<file path="src/hw/rtl/jpeg_exif_segment_locator_macros.svh">
// assertion macros used by the exif segment locator top level
`ifndef JPEG_EXIF_SEGMENT_LOCATOR_MACROS_SVH
`define JPEG_EXIF_SEGMENT_LOCATOR_MACROS_SVH

// same-cycle implication, disabled while reset is asserted
`define JESL_ASSERT_NOW(label, clk, rst_n, ante, cons, msg) \
  label: assert property (@(posedge clk) disable iff (!rst_n) (ante) |-> (cons)) \
    else $error(msg);

// next-cycle implication, disabled while reset is asserted
`define JESL_ASSERT_NEXT(label, clk, rst_n, ante, cons, msg) \
  label: assert property (@(posedge clk) disable iff (!rst_n) (ante) |=> (cons)) \
    else $error(msg);

`endif

</file>
<file path="src/hw/rtl/jesl_pkg.sv">
// types, codes and constants of the jpeg exif segment locator
`default_nettype none

package jesl_pkg;

  localparam int OFFSET_WIDTH_DEF = 32;
  localparam int PAYLOAD_OFFSET_W = 32;
  localparam int PAYLOAD_SIZE_W   = 16;

  // marker bytes
  localparam logic [7:0] MK_PREFIX = 8'hff;
  localparam logic [7:0] MK_SOI    = 8'hd8;
  localparam logic [7:0] MK_TEM    = 8'h01;
  localparam logic [7:0] MK_RST0   = 8'hd0;
  localparam logic [7:0] MK_RST7   = 8'hd7;
  localparam logic [7:0] MK_SOS    = 8'hda;
  localparam logic [7:0] MK_EOI    = 8'hd9;
  localparam logic [7:0] MK_APP1   = 8'he1;

  localparam logic [2:0]  SIG_LEN       = 3'd6;
  localparam logic [2:0]  SIG_NONE      = 3'd7;
  localparam logic [15:0] SEG_LEN_MIN   = 16'd2;
  localparam int          MIN_FOUND_SZ  = 8;
  // index of the twelfth byte: a verdict is held back until it is reached
  localparam int          SHORT_LAST_IDX = 11;

  typedef enum logic [7:0] {
    PH_SOI0  = 8'b0000_0001,
    PH_SOI1  = 8'b0000_0010,
    PH_MFF   = 8'b0000_0100,
    PH_MCODE = 8'b0000_1000,
    PH_LENH  = 8'b0001_0000,
    PH_LENL  = 8'b0010_0000,
    PH_BODY  = 8'b0100_0000,
    PH_DONE  = 8'b1000_0000
  } jesl_phase_t;

  typedef enum logic [1:0] {
    ST_FOUND    = 2'd0,
    ST_NO_EXIF  = 2'd1,
    ST_NOT_JPEG = 2'd2,
    ST_SHORT    = 2'd3
  } jesl_status_t;

  typedef struct packed {
    jesl_status_t                  status;
    logic [PAYLOAD_OFFSET_W-1:0]   payload_offset;
    logic [PAYLOAD_SIZE_W-1:0]     payload_size;
  } jesl_result_t;

  typedef struct packed {
    jesl_phase_t phase;
    logic        result_sent;
  } jesl_core_stat_t;

  // "Exif" followed by two zero bytes
  function automatic logic [7:0] exif_sig_byte(input logic [2:0] idx);
    logic [7:0] b;
    case (idx)
      3'd0:    b = 8'h45;
      3'd1:    b = 8'h78;
      3'd2:    b = 8'h69;
      3'd3:    b = 8'h66;
      default: b = 8'h00;
    endcase
    return b;
  endfunction

endpackage

`default_nettype wire

</file>
<file path="src/hw/rtl/jesl_in_if.sv">
// byte stream channel into the exif segment locator
`default_nettype none

interface jesl_in_if;
  logic       valid;
  logic       ready;
  logic [7:0] data_byte;
  logic       last_byte;

  modport source(output valid, output data_byte, output last_byte, input ready);
  modport sink(input valid, input data_byte, input last_byte, output ready);
endinterface

`default_nettype wire

</file>
<file path="src/hw/rtl/jesl_out_if.sv">
// result channel out of the exif segment locator
`default_nettype none

interface jesl_out_if;
  logic                                  valid;
  logic                                  ready;
  logic [1:0]                            status;
  logic [jesl_pkg::PAYLOAD_OFFSET_W-1:0] payload_offset;
  logic [jesl_pkg::PAYLOAD_SIZE_W-1:0]   payload_size;

  modport source(output valid, output status, output payload_offset,
                 output payload_size, input ready);
  modport sink(input valid, input status, input payload_offset,
               input payload_size, output ready);
endinterface

`default_nettype wire

</file>
<file path="src/hw/rtl/jesl_in_stage.sv">
// input register holding one accepted byte for the parser
`default_nettype none

module jesl_in_stage (
  input  wire logic       clk,
  input  wire logic       rst_n,
  input  wire logic       in_valid,
  output logic            in_ready,
  input  wire logic [7:0] in_data_byte,
  input  wire logic       in_last_byte,
  input  wire logic       advance,
  output logic            s1_valid,
  output logic [7:0]      s1_byte,
  output logic            s1_last
);

  logic       valid_r, valid_nxt;
  logic [7:0] byte_r;
  logic       last_r;
  logic       take;

  assign in_ready = !valid_r || advance;
  assign take     = in_valid && in_ready;

  always_comb begin
    valid_nxt = valid_r;
    if (take) begin
      valid_nxt = 1'b1;
    end else if (advance) begin
      valid_nxt = 1'b0;
    end
  end

  always_ff @(posedge clk) begin
    if (!rst_n) begin
      valid_r <= 1'b0;
    end else begin
      valid_r <= valid_nxt;
    end
  end

  always_ff @(posedge clk) begin
    if (take) begin
      byte_r <= in_data_byte;
      last_r <= in_last_byte;
    end
  end

  assign s1_valid = valid_r;
  assign s1_byte  = byte_r;
  assign s1_last  = last_r;

endmodule

`default_nettype wire

</file>
<file path="src/hw/rtl/jesl_parse_core.sv">
// marker segment walker: parse state, exif match and verdict per byte
`default_nettype none

module jesl_parse_core #(
  parameter int OFFSET_WIDTH = jesl_pkg::OFFSET_WIDTH_DEF
) (
  input  wire logic                 clk,
  input  wire logic                 rst_n,
  input  wire logic                 step,
  input  wire logic [7:0]           data_byte,
  input  wire logic                 last_byte,
  output logic                      emit,
  output jesl_pkg::jesl_result_t    result,
  output jesl_pkg::jesl_core_stat_t stat
);

  localparam int PW = OFFSET_WIDTH + 1;

  logic [OFFSET_WIDTH-1:0] pos_r, pos_nxt;
  jesl_pkg::jesl_phase_t   phase_r, phase_nxt;
  logic [7:0]              marker_r, marker_nxt;
  logic [7:0]              len_hi_r, len_hi_nxt;
  logic [15:0]             remain_r, remain_nxt;
  logic [2:0]              sig_idx_r, sig_idx_nxt;
  logic                    found_r, found_nxt;
  logic                    sent_r, sent_nxt;
  logic [PW-1:0]           pstart_r, pstart_nxt;
  jesl_pkg::jesl_status_t  verdict_r, verdict_nxt;

  logic [PW-1:0]           pos_p1;
  logic [PW-1:0]           size;
  logic [15:0]             seg_len;
  logic [15:0]             seg_body;
  logic [15:0]             remain_dec;
  logic                    standalone;
  logic                    past_short;
  jesl_pkg::jesl_status_t  st;

  assign pos_p1     = PW'(pos_r) + PW'(1);
  assign size       = pos_p1 - pstart_r;
  assign seg_len    = {len_hi_r, data_byte};
  assign seg_body   = seg_len - jesl_pkg::SEG_LEN_MIN;
  assign remain_dec = remain_r - 16'd1;
  assign past_short = pos_r >= OFFSET_WIDTH'(jesl_pkg::SHORT_LAST_IDX);
  assign standalone = (data_byte == jesl_pkg::MK_SOI) || (data_byte == jesl_pkg::MK_TEM) ||
                      ((data_byte >= jesl_pkg::MK_RST0) && (data_byte <= jesl_pkg::MK_RST7));

  // consume one byte
  always_comb begin
    phase_nxt   = phase_r;
    marker_nxt  = marker_r;
    len_hi_nxt  = len_hi_r;
    remain_nxt  = remain_r;
    sig_idx_nxt = sig_idx_r;
    found_nxt   = found_r;
    pstart_nxt  = pstart_r;
    verdict_nxt = verdict_r;
    if (!sent_r) begin
      unique case (phase_r)
        jesl_pkg::PH_SOI0: begin
          if (data_byte == jesl_pkg::MK_PREFIX) begin
            phase_nxt = jesl_pkg::PH_SOI1;
          end else begin
            phase_nxt   = jesl_pkg::PH_DONE;
            verdict_nxt = jesl_pkg::ST_NOT_JPEG;
          end
        end
        jesl_pkg::PH_SOI1: begin
          if (data_byte == jesl_pkg::MK_SOI) begin
            phase_nxt = jesl_pkg::PH_MFF;
          end else begin
            phase_nxt   = jesl_pkg::PH_DONE;
            verdict_nxt = jesl_pkg::ST_NOT_JPEG;
          end
        end
        jesl_pkg::PH_MFF: begin
          if (data_byte == jesl_pkg::MK_PREFIX) begin
            phase_nxt = jesl_pkg::PH_MCODE;
          end else begin
            phase_nxt   = jesl_pkg::PH_DONE;
            verdict_nxt = jesl_pkg::ST_NO_EXIF;
          end
        end
        jesl_pkg::PH_MCODE: begin
          marker_nxt = data_byte;
          if (standalone) begin
            phase_nxt = jesl_pkg::PH_MFF;
          end else if ((data_byte == jesl_pkg::MK_SOS) || (data_byte == jesl_pkg::MK_EOI)) begin
            phase_nxt   = jesl_pkg::PH_DONE;
            verdict_nxt = jesl_pkg::ST_NO_EXIF;
          end else begin
            phase_nxt = jesl_pkg::PH_LENH;
          end
        end
        jesl_pkg::PH_LENH: begin
          len_hi_nxt = data_byte;
          phase_nxt  = jesl_pkg::PH_LENL;
        end
        jesl_pkg::PH_LENL: begin
          if (seg_len < jesl_pkg::SEG_LEN_MIN) begin
            phase_nxt   = jesl_pkg::PH_DONE;
            verdict_nxt = jesl_pkg::ST_NO_EXIF;
          end else begin
            remain_nxt  = seg_body;
            sig_idx_nxt = ((marker_r == jesl_pkg::MK_APP1) && (seg_body > 16'(jesl_pkg::SIG_LEN)))
                          ? 3'd0 : jesl_pkg::SIG_NONE;
            found_nxt   = 1'b0;
            phase_nxt   = (seg_body != 16'd0) ? jesl_pkg::PH_BODY : jesl_pkg::PH_MFF;
          end
        end
        jesl_pkg::PH_BODY: begin
          if (sig_idx_r < jesl_pkg::SIG_LEN) begin
            if (data_byte == jesl_pkg::exif_sig_byte(sig_idx_r)) begin
              sig_idx_nxt = sig_idx_r + 3'd1;
              if (sig_idx_r == jesl_pkg::SIG_LEN - 3'd1) begin
                found_nxt  = 1'b1;
                pstart_nxt = pos_p1;
              end
            end else begin
              sig_idx_nxt = jesl_pkg::SIG_NONE;
            end
          end
          remain_nxt = remain_dec;
          if (remain_dec == 16'd0) begin
            // a match completed on this very byte leaves an empty payload
            if (found_nxt && found_r && (size >= PW'(jesl_pkg::MIN_FOUND_SZ))) begin
              remain_nxt  = size[15:0];
              phase_nxt   = jesl_pkg::PH_DONE;
              verdict_nxt = jesl_pkg::ST_FOUND;
            end else if (found_nxt) begin
              phase_nxt   = jesl_pkg::PH_DONE;
              verdict_nxt = jesl_pkg::ST_NO_EXIF;
            end else begin
              phase_nxt = jesl_pkg::PH_MFF;
            end
          end
        end
        default: begin
          phase_nxt = phase_r;
        end
      endcase
    end
  end

  // result decision for this byte
  always_comb begin
    emit     = 1'b0;
    sent_nxt = sent_r;
    st       = verdict_nxt;
    if (!sent_r) begin
      if ((phase_nxt == jesl_pkg::PH_DONE) && past_short) begin
        emit     = 1'b1;
        sent_nxt = 1'b1;
      end else if (last_byte) begin
        emit = 1'b1;
        if (!past_short) begin
          st = jesl_pkg::ST_SHORT;
        end else if (phase_nxt != jesl_pkg::PH_DONE) begin
          st = jesl_pkg::ST_NO_EXIF;
        end
      end
    end
    result.status = st;
    if (st == jesl_pkg::ST_FOUND) begin
      result.payload_offset = jesl_pkg::PAYLOAD_OFFSET_W'(pstart_nxt);
      result.payload_size   = remain_nxt;
    end else begin
      result.payload_offset = '0;
      result.payload_size   = '0;
    end
  end

  assign pos_nxt = (pos_r != '1) ? pos_r + OFFSET_WIDTH'(1) : pos_r;

  always_ff @(posedge clk) begin
    if (!rst_n || (step && last_byte)) begin
      pos_r     <= '0;
      phase_r   <= jesl_pkg::PH_SOI0;
      marker_r  <= '0;
      len_hi_r  <= '0;
      remain_r  <= '0;
      sig_idx_r <= '0;
      found_r   <= 1'b0;
      sent_r    <= 1'b0;
      pstart_r  <= '0;
      verdict_r <= jesl_pkg::ST_FOUND;
    end else if (step) begin
      pos_r     <= pos_nxt;
      phase_r   <= phase_nxt;
      marker_r  <= marker_nxt;
      len_hi_r  <= len_hi_nxt;
      remain_r  <= remain_nxt;
      sig_idx_r <= sig_idx_nxt;
      found_r   <= found_nxt;
      sent_r    <= sent_nxt;
      pstart_r  <= pstart_nxt;
      verdict_r <= verdict_nxt;
    end
  end

  assign stat.phase       = phase_r;
  assign stat.result_sent = sent_r;

endmodule

`default_nettype wire

</file>
<file path="src/hw/rtl/jesl_out_stage.sv">
// output register holding one result until the sink takes it
`default_nettype none

module jesl_out_stage (
  input  wire logic                  clk,
  input  wire logic                  rst_n,
  input  wire logic                  load,
  input  wire jesl_pkg::jesl_result_t load_data,
  output logic                       space,
  output logic                       out_valid,
  input  wire logic                  out_ready,
  output jesl_pkg::jesl_result_t     out_data
);

  logic                   valid_r, valid_nxt;
  jesl_pkg::jesl_result_t data_r;

  assign space = !valid_r || out_ready;

  always_comb begin
    valid_nxt = valid_r;
    if (load) begin
      valid_nxt = 1'b1;
    end else if (out_ready) begin
      valid_nxt = 1'b0;
    end
  end

  always_ff @(posedge clk) begin
    if (!rst_n) begin
      valid_r <= 1'b0;
    end else begin
      valid_r <= valid_nxt;
    end
  end

  always_ff @(posedge clk) begin
    if (load) begin
      data_r <= load_data;
    end
  end

  assign out_valid = valid_r;
  assign out_data  = data_r;

endmodule

`default_nettype wire

</file>
<file path="src/hw/rtl/jpeg_exif_segment_locator.sv">
// top level of the jpeg exif segment locator
// path: an accepted byte sits in the input register; its result goes to the output register
// throughput: one byte per cycle; the input register keeps taking bytes while a
//   result waits, as long as that byte decides no new result
// reset: synchronous active-low rst_n clears both handshake stages and the parse
//   state; the final byte of a file returns the parse state to its reset value
`default_nettype none
`include "jpeg_exif_segment_locator_macros.svh"

module jpeg_exif_segment_locator #(
  parameter int OFFSET_WIDTH = jesl_pkg::OFFSET_WIDTH_DEF
) (
  input  wire logic  clk,
  input  wire logic  rst_n,
  jesl_in_if.sink    in_if,
  jesl_out_if.source out_if
);

  // stage 1: registered byte
  logic       s1_valid;
  logic [7:0] s1_byte;
  logic       s1_last;
  logic       s1_adv;

  // parser outputs for the byte held in stage 1
  logic                      core_emit;
  jesl_pkg::jesl_result_t    core_result;
  jesl_pkg::jesl_core_stat_t core_stat;

  // output register
  logic                   out_space;
  jesl_pkg::jesl_result_t out_data;

  // a byte that decides no result moves on even when the output slot is full
  assign s1_adv = s1_valid && (!core_emit || out_space);

  jesl_in_stage u_in_stage (
    .clk          (clk),
    .rst_n        (rst_n),
    .in_valid     (in_if.valid),
    .in_ready     (in_if.ready),
    .in_data_byte (in_if.data_byte),
    .in_last_byte (in_if.last_byte),
    .advance      (s1_adv),
    .s1_valid     (s1_valid),
    .s1_byte      (s1_byte),
    .s1_last      (s1_last)
  );

  // parse state advances only when the stage 1 transaction moves on
  jesl_parse_core #(
    .OFFSET_WIDTH (OFFSET_WIDTH)
  ) u_parse_core (
    .clk       (clk),
    .rst_n     (rst_n),
    .step      (s1_adv),
    .data_byte (s1_byte),
    .last_byte (s1_last),
    .emit      (core_emit),
    .result    (core_result),
    .stat      (core_stat)
  );

  jesl_out_stage u_out_stage (
    .clk       (clk),
    .rst_n     (rst_n),
    .load      (s1_adv && core_emit),
    .load_data (core_result),
    .space     (out_space),
    .out_valid (out_if.valid),
    .out_ready (out_if.ready),
    .out_data  (out_data)
  );

  assign out_if.status         = out_data.status;
  assign out_if.payload_offset = out_data.payload_offset;
  assign out_if.payload_size   = out_data.payload_size;

  // only a found verdict carries an offset and a size
  `JESL_ASSERT_NOW(a_zero_unless_found, clk, rst_n,
    out_if.valid && (out_if.status != jesl_pkg::ST_FOUND),
    (out_if.payload_offset == '0) && (out_if.payload_size == '0),
    "payload fields nonzero without an exif verdict")

  // a found payload is never shorter than the minimum
  `JESL_ASSERT_NOW(a_found_min_size, clk, rst_n,
    out_if.valid && (out_if.status == jesl_pkg::ST_FOUND),
    out_if.payload_size >= 16'(jesl_pkg::MIN_FOUND_SZ),
    "exif payload size below minimum")

  // every file that has not yet reported reports on its final byte
  `JESL_ASSERT_NOW(a_last_reports, clk, rst_n,
    s1_adv && s1_last && !core_stat.result_sent,
    core_emit,
    "final byte of a file gave no result")

  // the final byte returns the parser to its start state
  `JESL_ASSERT_NEXT(a_last_restarts, clk, rst_n,
    s1_adv && s1_last,
    !core_stat.result_sent && (core_stat.phase == jesl_pkg::PH_SOI0),
    "parser not restarted after final byte")

endmodule

`default_nettype wire

</file>
<file path="src/flat_wrapper.sv">
// flat-port wrapper written by rule: the top's interface ports become plain ports
module jpeg_exif_segment_locator_flat 
#(
  parameter int OFFSET_WIDTH = jesl_pkg::OFFSET_WIDTH_DEF
)
  (clk, rst_n, in_if_valid, in_if_data_byte, in_if_last_byte, in_if_ready, out_if_valid, out_if_status, out_if_payload_offset, out_if_payload_size, out_if_ready);
  jesl_in_if in_if_i ();
  jesl_out_if out_if_i ();
  input  wire logic clk;
  input  wire logic rst_n;
  input wire logic [$bits(in_if_i.valid)-1:0] in_if_valid;
  input wire logic [$bits(in_if_i.data_byte)-1:0] in_if_data_byte;
  input wire logic [$bits(in_if_i.last_byte)-1:0] in_if_last_byte;
  output wire logic [$bits(in_if_i.ready)-1:0] in_if_ready;
  output wire logic [$bits(out_if_i.valid)-1:0] out_if_valid;
  output wire logic [$bits(out_if_i.status)-1:0] out_if_status;
  output wire logic [$bits(out_if_i.payload_offset)-1:0] out_if_payload_offset;
  output wire logic [$bits(out_if_i.payload_size)-1:0] out_if_payload_size;
  input wire logic [$bits(out_if_i.ready)-1:0] out_if_ready;
  assign in_if_i.valid = in_if_valid;
  assign in_if_i.data_byte = in_if_data_byte;
  assign in_if_i.last_byte = in_if_last_byte;
  assign in_if_ready = in_if_i.ready;
  assign out_if_valid = out_if_i.valid;
  assign out_if_status = out_if_i.status;
  assign out_if_payload_offset = out_if_i.payload_offset;
  assign out_if_payload_size = out_if_i.payload_size;
  assign out_if_i.ready = out_if_ready;
  jpeg_exif_segment_locator #(.OFFSET_WIDTH(OFFSET_WIDTH)) u_core (.clk(clk), .rst_n(rst_n), .in_if(in_if_i), .out_if(out_if_i));
endmodule
</file>
<file path="config.mk">
export PLATFORM = sky130hd
export DESIGN_NAME = jpeg_exif_segment_locator_flat
export DESIGN_NICKNAME = d
export VERILOG_FILES = /design/src/hw/rtl/jesl_pkg.sv /design/src/hw/rtl/jesl_in_if.sv /design/src/hw/rtl/jesl_out_if.sv /design/src/hw/rtl/jesl_in_stage.sv /design/src/hw/rtl/jesl_parse_core.sv /design/src/hw/rtl/jesl_out_stage.sv /design/src/hw/rtl/jpeg_exif_segment_locator.sv /design/src/flat_wrapper.sv
export VERILOG_INCLUDE_DIRS = /design/src /design/src/hw/rtl
export SDC_FILE = /design/constraint.sdc
export NUM_CORES = 1
export LEC_CHECK = 0
export BUFFER_PORTS_ARGS = -buffer_cell sky130_fd_sc_hd__buf_4
export CORE_ASPECT_RATIO = 1.5
export CORE_MARGIN = 5
export CORE_UTILIZATION = 30
export DETAILED_ROUTE_END_ITERATION = 8
export SLEW_MARGIN = 20
export SYNTH_ARGS = -nofsm -noshare
export SYNTH_HDL_FRONTEND = slang
export SYNTH_SLANG_ARGS = --single-unit
</file>
<file path="constraint.sdc">
create_clock -name clk -period 10.81 [get_ports clk]
set_clock_uncertainty 0.05 [all_clocks]
set_input_delay 0.5405 -clock clk [delete_from_list [all_inputs] [get_ports clk]]
set_output_delay 0.5405 -clock clk [all_outputs]
set_load 0.01 [all_outputs]
</file>
## Word level (Yosys, flattened, before mapping)

Index checks and enable logic that the tools add are counted.

| word-level totals | value |
|---|---|
| register bits after elaboration | 173 |

| operators by class | value |
|---|---|
| add/subtract/negate cells | 6 |
| magnitude comparators | 7 |
| equality and inequality tests | 23 |
| mux-type cells | 63 |
| bitwise gates (word level) | 1 |
| reductions and logical operators | 33 |

Operator list:

| kind | number |
|---|---|
| $mux W32 | 5 |
| $mux W8 | 13 |
| $mux W16 | 4 |
| $pmux W8 S7 | 1 |
| $eq A8 B8 Y1 const B | 6 |
| $add A32 B1 Y33 const B | 1 |
| $ge A33 B4 Y1 const B | 1 |
| $sub A33 B33 Y33 | 1 |
| $add A32 B1 Y32 const B | 1 |
| $ge A32 B4 Y1 const B | 1 |
| $ne A32 B32 Y1 const B | 1 |
| $pmux W16 S2 | 1 |
| $mux W2 | 15 |
| $pmux W7 S4 | 1 |
| $eq A8 B1 Y1 const B | 2 |
| $gt A16 B3 Y1 const B | 1 |
| $logic_not A16 Y1 | 1 |
| $lt A16 B2 Y1 const B | 1 |
| $reduce_bool A16 Y1 | 1 |
| $sub A16 B1 Y16 const B | 1 |
| $sub A16 B2 Y16 const B | 1 |
| $mux W1 | 15 |
| $mux W3 | 4 |
| $pmux W2 S6 | 1 |
| other kinds (31) | 53 |

## Logic depth before layout (Yosys ltp)

| logic depth | value |
|---|---|
| depth in word-level cells | 26 |
| depth in mapped cells | 22 |
| depth with buffers taken out | 20 |

## Modules after synthesis

A second synthesis with hierarchy kept.

| second synthesis, totals | value |
|---|---|
| cell total of the unflattened synthesis | 1,605 |
| area, all modules | 12,477.0 sq um |

By module, submodules not included:

| module | instances | cells an instance | area an instance (sq um) | sequential area each (sq um) |
|---|---|---|---|---|
| jesl_parse_core | 1 | 1,534 | 10,580.1 | 2,242.2 |
| jesl_out_stage | 1 | 54 | 1,550.2 | 1,521.5 |
| jesl_in_stage | 1 | 14 | 327.8 | 290.3 |
| jpeg_exif_segment_locator | 1 | 3 | 18.8 | 0.0 |

## Worst setup path after synthesis

No wires, ideal clock.

| timing path | value |
|---|---|
| kind | reg2reg |
| start | register u_core.u_parse_core.pos_r[0] |
| end | register u_core.u_out_stage.data_r, in the netlist u_core.u_out_stage.out_data[27] (data pin) |
| arrival | 4.803 ns |
| data required time | 10.486 ns |
| setup slack | 5.682 ns |
| cell stages (with the launch flop) | 23 |
| period minus slack after synthesis | 5.128 ns |
| cells stage by stage | dfxtp_1 -> ha_1 -> nand2_2 -> nor4_1 -> nand2_1 -> nor2_1 -> nand3_1 -> nor2_1 -> xor2_1 -> ha_1 -> nand4_1 -> nand2b_1 -> o21ai_0 -> o21ai_1 -> a21oi_1 -> or3_1 -> a2111oi_0 -> and4_1 -> a21oi_1 -> o21ai_2 -> buf_6 -> buf_6 -> a211oi_2 |

| between the ends | value |
|---|---|
| longest elaborated chain between the ends | 15 |
| elaborated cells between the ends (all ways) | 27 |
| classes of those cells | add/sub: 2; order compare: 2; eq/ne: 2; mux: 18; reduce/logical: 3 |

RTL lines:

| what | line | text |
|---|---|---|
| from (decl) | jesl_parse_core.sv:19 | `logic [OFFSET_WIDTH-1:0] pos_r, pos_nxt;` |
| from (signal assigned) | jesl_parse_core.sv:188 | `pos_r <= pos_nxt;` |
| $add A32 B1 Y33 * | jesl_parse_core.sv:39 | `assign pos_p1 = PW'(pos_r) + PW'(1);` |
| named net u_core.u_parse_core.pos_p1[22] | jesl_parse_core.sv:30 | `logic [PW-1:0] pos_p1;` |
| $sub A33 B33 Y33 * | jesl_parse_core.sv:40 | `assign size = pos_p1 - pstart_r;` |
| $ge A33 B4 Y1 * | jesl_parse_core.sv:126 | `if (found_nxt && found_r && (size >= PW'(jesl_pkg::MIN_FOUND_SZ))) begin` |
| $logic_and A1 B1 Y1 * | jesl_parse_core.sv:126 |  |
| $mux W8 | jesl_parse_core.sv:126 |  |
| $mux W8 | jesl_parse_core.sv:124 | `if (remain_dec == 16'd0) begin` |
| $pmux W8 S7 | jesl_parse_core.sv:59 | `unique case (phase_r)` |
| $mux W8 | jesl_parse_core.sv:58 | `if (!sent_r) begin` |
| $ne A8 B8 Y1 | jesl_parse_core.sv:158 | `end else if (phase_nxt != jesl_pkg::PH_DONE) begin` |
| $mux W2 | jesl_parse_core.sv:158 |  |
| $mux W2 | jesl_parse_core.sv:156 | `if (!past_short) begin` |
| $mux W2 | jesl_parse_core.sv:154 | `end else if (last_byte) begin` |
| $mux W2 | jesl_parse_core.sv:151 | `if ((phase_nxt == jesl_pkg::PH_DONE) && past_short) begin` |
| $mux W2 * | jesl_parse_core.sv:150 | `if (!sent_r) begin` |
| $logic_not A2 Y1 * | jesl_parse_core.sv:164 | `if (st == jesl_pkg::ST_FOUND) begin` |
| to (signal assigned) | jesl_out_stage.sv:39 | `data_r <= load_data;` |
| to (decl) | jesl_out_stage.sv:16 | `jesl_pkg::jesl_result_t data_r;` |

Mark *: on every way through the listed nets, which the timed path passes. The rest lies on a longest branch.
A chain may end at the register's enable or synchronous reset.

## Final worst setup path

| timing path | value |
|---|---|
| start | register u_core.u_parse_core.pos_r[0] |
| end | register u_core.u_out_stage.data_r, in the netlist u_core.u_out_stage.out_data[13] (data pin) |

| between the ends | value |
|---|---|
| longest elaborated chain between the ends | 15 |
| elaborated cells between the ends (all ways) | 26 |
| classes of those cells | add/sub: 2; order compare: 2; eq/ne: 2; mux: 17; reduce/logical: 3 |

RTL lines:

| what | line |
|---|---|
| $add A32 B1 Y33 * | jesl_parse_core.sv:39 |
| named net u_core.u_parse_core.pos_p1[22] | jesl_parse_core.sv:30 |
| $sub A33 B33 Y33 * | jesl_parse_core.sv:40 |
| $ge A33 B4 Y1 * | jesl_parse_core.sv:126 |
| $logic_and A1 B1 Y1 * | jesl_parse_core.sv:126 |
| $mux W8 | jesl_parse_core.sv:126 |
| $mux W8 | jesl_parse_core.sv:124 |
| $pmux W8 S7 | jesl_parse_core.sv:59 |
| $mux W8 | jesl_parse_core.sv:58 |
| $ne A8 B8 Y1 | jesl_parse_core.sv:158 |
| $mux W2 | jesl_parse_core.sv:158 |
| $mux W2 | jesl_parse_core.sv:156 |
| $mux W2 | jesl_parse_core.sv:154 |
| $mux W2 | jesl_parse_core.sv:151 |
| $mux W2 | jesl_parse_core.sv:150 |
| $logic_not A2 Y1 | jesl_parse_core.sv:164 |

Marked as above.

==> flow_summary_export.csv <==
group,metric,value,unit
run_status,outcome,"finished, final reports clean",
clock_tree,insertion_delay,0.46,ns
cells_and_area,fin_nets,1471,
yosys,synth_edf_count,59,
global_route,grt_first_pass_wirelength,58600,um
clock_tree,cts_tree,"done",
clock_tree,ctsResizeCount,0,
routing,vias_per_cell,5.51,
setup_path,critical_path_class,"reg -> reg",
placement,portBuffers,64,
global_route,grt_max_degree,98,
cells_and_area,area.growth.synth_to_final,11.8,%
sta,hold_viol,0,
routing,first_pass_iters,7,
global_route,grt_usage,0.174,
yosys,syn-num-nets,1467,
floorplan,die-area,43000,sq um
floorplan,ios,65,
clock_tree,cts.clk_slew.worst_paths,0.08,ns
setup_path,worstPathMaxFanout,36,
clock_tree,hold_buffers,0,
routing,wl,37700,um
cells_and_area,antenna_cells,0,
run,cap_violations,0,
clock_tree,cts-htree-levels,4,
setup_path,start_kind,"register",
pwr,vdd_drop_max,0.0832,mV
sta,max_freq,149,MHz
yosys,synth_area,11700,sq um
yosys,ys_types,93,
yosys,synthArstFlopShare,0,
setup_path,crit_arrival,6.85,ns
sta,tns,0,ns
setup_path,required,10.94,ns
worst_hold_path,hold_class,"in -> reg",
global_route,antenna_found_initial,0,
floorplan,rows,88,
routing,num_vias,10600,
yosys,yosysSeqAreaShare,0.348,
floorplan,start_util,0.303,
sta,whs,0.202,ns
global_route,grt.overflow.total,0,
floorplan,die_y,251,um
clock_tree,clockRootBuffer,"clkbuf_16",
placement,dpl.hpwl,28600,um
yosys,ys.flop_type,"dfxtp_1",
routing,drt-wirelength-per-cell,19.6,um
sta,maxSlewHeadroom,0.197,
global_route,grt_pass1_vias,10300,
routing,ant_nets,0,
yosys,yosysWarnings,0,
clock_tree,clock_sinks,173,
floorplan,core-area,38400,sq um
setup_path,end_kind,"register",
pwr,leakagePower,0.00512,uW
sta,fin_crit,6.72,ns
yosys,ys_seq_elements,173,
routing,drtIter0Drc,701,
sta,setup_viol,0,
placement,place.gp.congestion,0.956,
clock_tree,clock_path_buffers,2,
sta,finalCritPeriodShare,0.621,
yosys,synth_area_per_cell,8.26,sq um
clock_tree,cts-buffers-inserted,17,
cells_and_area,drive_gt1_frac,0.111,
clock_tree,post_cts_buffers,0,
routing,drc,0,
floorplan,die_w,171,um
sta,worst_pin_slew,1.20,ns
sta,slew_violations,0,
yosys,synth_cells,1411,
pwr,p_per_area,115,nW/um^2
sta,rsz0062_at_grt,"no",
-- synthesized netlist by cell type, types with 9 or more instances --
library cell / number / area, sq um
nor2b_1: 12 / 75.1
o21a_1: 11 / 82.6
xnor2_1: 52 / 455
nor3_1: 36 / 180
nor4_1: 29 / 181
nand3_1: 29 / 145
o21ai_0: 61 / 305
a211oi_1: 67 / 503
xor2_1: 48 / 420
or3_1: 12 / 75.1
clkbuf_1: 51 / 191
and2_1: 9 / 56.3
o211ai_1: 10 / 75.1
mux2i_1: 24 / 240
nor2_1: 222 / 833
ha_1: 42 / 526
a31oi_1: 16 / 100
a21oi_1: 89 / 445
a21o_1: 11 / 82.6
nand4_1: 20 / 125
dfxtp_1: 114 / 2280
edfxtp_1: 59 / 1770
nand2_1: 114 / 428
and3_1: 14 / 87.6
buf_2: 26 / 130
inv_1: 59 / 221
nand2b_1: 13 / 81.3
-- final cells by class --
type	count	area (sq um)
clock buffer	17	425
fill	3987	25400
clock inverter	15	158
sequential	173	4050
tap	495	619
multi-input combinational	1094	7040
inverter	59	221
timing repair buffer	70	529
-- cell families after synthesis --
| family | Yosys count | share of synthesized area |
|---|---|---|
| AO/OA/AOI/OAI | 358 | 0.210 |
| buffers and inverters | 144 | 0.0527 |
| adder cells (fa/ha/maj) | 43 | 0.0468 |
| flip-flops | 173 | 0.348 |
| AND/OR/NAND/NOR | 566 | 0.244 |
| XOR/XNOR | 101 | 0.0765 |
| multiplexers | 26 | 0.0225 |
-- through the flow --
| stage | worst slack [ns] | cells | power [uW] | util | area [sq um] |
|---|---|---|---|---|---|
| 2_1_floorplan | 5.68 | 1411 | 846 | - | 11700 |
| 3_3_place_gp | 4.33 | 1891 | 898 | 0.324 | 12400 |
| 3_5_place_dp | 4.20 | 1891 | 899 | 0.324 | 12400 |
| 4_1_cts | 4.13 | 1923 | 1520 | 0.339 | 13000 |
| 5_1_grt | 3.41 | 1923 | 1560 | 0.339 | 13000 |
| 6_report | 4.09 | 1923 | 1500 | 0.339 | 13000 |
-- path summary, 6_finish.rpt --
path | start | endpoint | slack (ns) | cells after the start
setup / recovery | u_core.u_parse_core.pos_r[0] | u_core.u_out_stage.out_data[13] | 4.09 | 21
hold reg to reg | u_core.u_parse_core.pstart_r[32] | u_core.u_parse_core.pstart_r[32] | 0.41 | 2
setup reg to reg | u_core.u_parse_core.pos_r[0] | u_core.u_out_stage.out_data[13] | 4.09 | 21
hold / removal | in_if_data_byte[3] | u_core.u_in_stage.s1_byte[3] | 0.20 | 1
-- sequential cells by signal, indices dropped and copies added, names as in the netlist --
register                       count
u_core.u_parse_core.len_hi_r       8
u_core.u_parse_core.sig_idx_r      3
u_core.u_in_stage.s1_byte          8
u_core.u_parse_core.remain_r      16
u_core.u_parse_core.sent_r         1
u_core.u_in_stage.s1_valid         1
u_core.u_in_stage.s1_last          1
u_core.u_parse_core.phase_r        8
u_core.u_parse_core.found_r        1
u_core.u_parse_core.pos_r         32
u_core.u_out_stage.out_valid       1
u_core.u_out_stage.out_data       50
u_core.u_parse_core.marker_r       8
u_core.u_parse_core.pstart_r      33
u_core.u_parse_core.verdict_r      2
-- critical path, cell delays in order, from the launching register on --
cell,delay [ns]
dfxtp_1,0.46
ha_1,0.29
nand2_2,0.12
nor4_1,0.89
nand2_1,0.31
nor2_1,0.21
nand3_1,0.14
nor2_1,0.19
xor2_1,0.31
ha_1,0.28
nand4_1,0.16
nor3_1,0.36
and3_1,0.23
o211ai_1,0.15
a21oi_1,0.21
o21ai_0,0.10
a2111oi_0,0.39
and4_1,0.34
a21oi_1,0.18
o21ai_4,0.40
buf_4,0.52
nor3_1,0.12
-- where the power goes --
part | switching (uW) | internal (uW) | total (uW)
clock network | 312 | 307 | 619
logic | 118 | 64.4 | 182
registers | 20.7 | 682 | 703
total | 450 | 1050 | 1500
-- layer usage --
metal | up-vias | share of wire | GRT usage
met5 | - | 0 | 0
met4 | 0 | 0.069 | 0.110
met3 | 105 | 0.041 | 0.0287
met2 | 328 | 0.53 | 0.319
met1 | 5044 | 0.36 | 0.182
li1 | 5118 | - | -
-- cell usage in the layout (no fill, tap or decap), drive strengths merged, types with 12 or more instances in the layout --
master  instances
nor2          222
nand2         117
dfxtp         114
a21oi          93
a211oi         73
buf            70
o21ai          67
inv            64
edfxtp         59
xnor2          53
xor2           48
ha             42
nor3           38
nor4           33
nand3          30
mux2i          24
nand4          20
clkbuf         17
a31oi          17
and3           14
nand2b         13
or3            12
nor2b          12
Power figures use the tool's default switching activity.
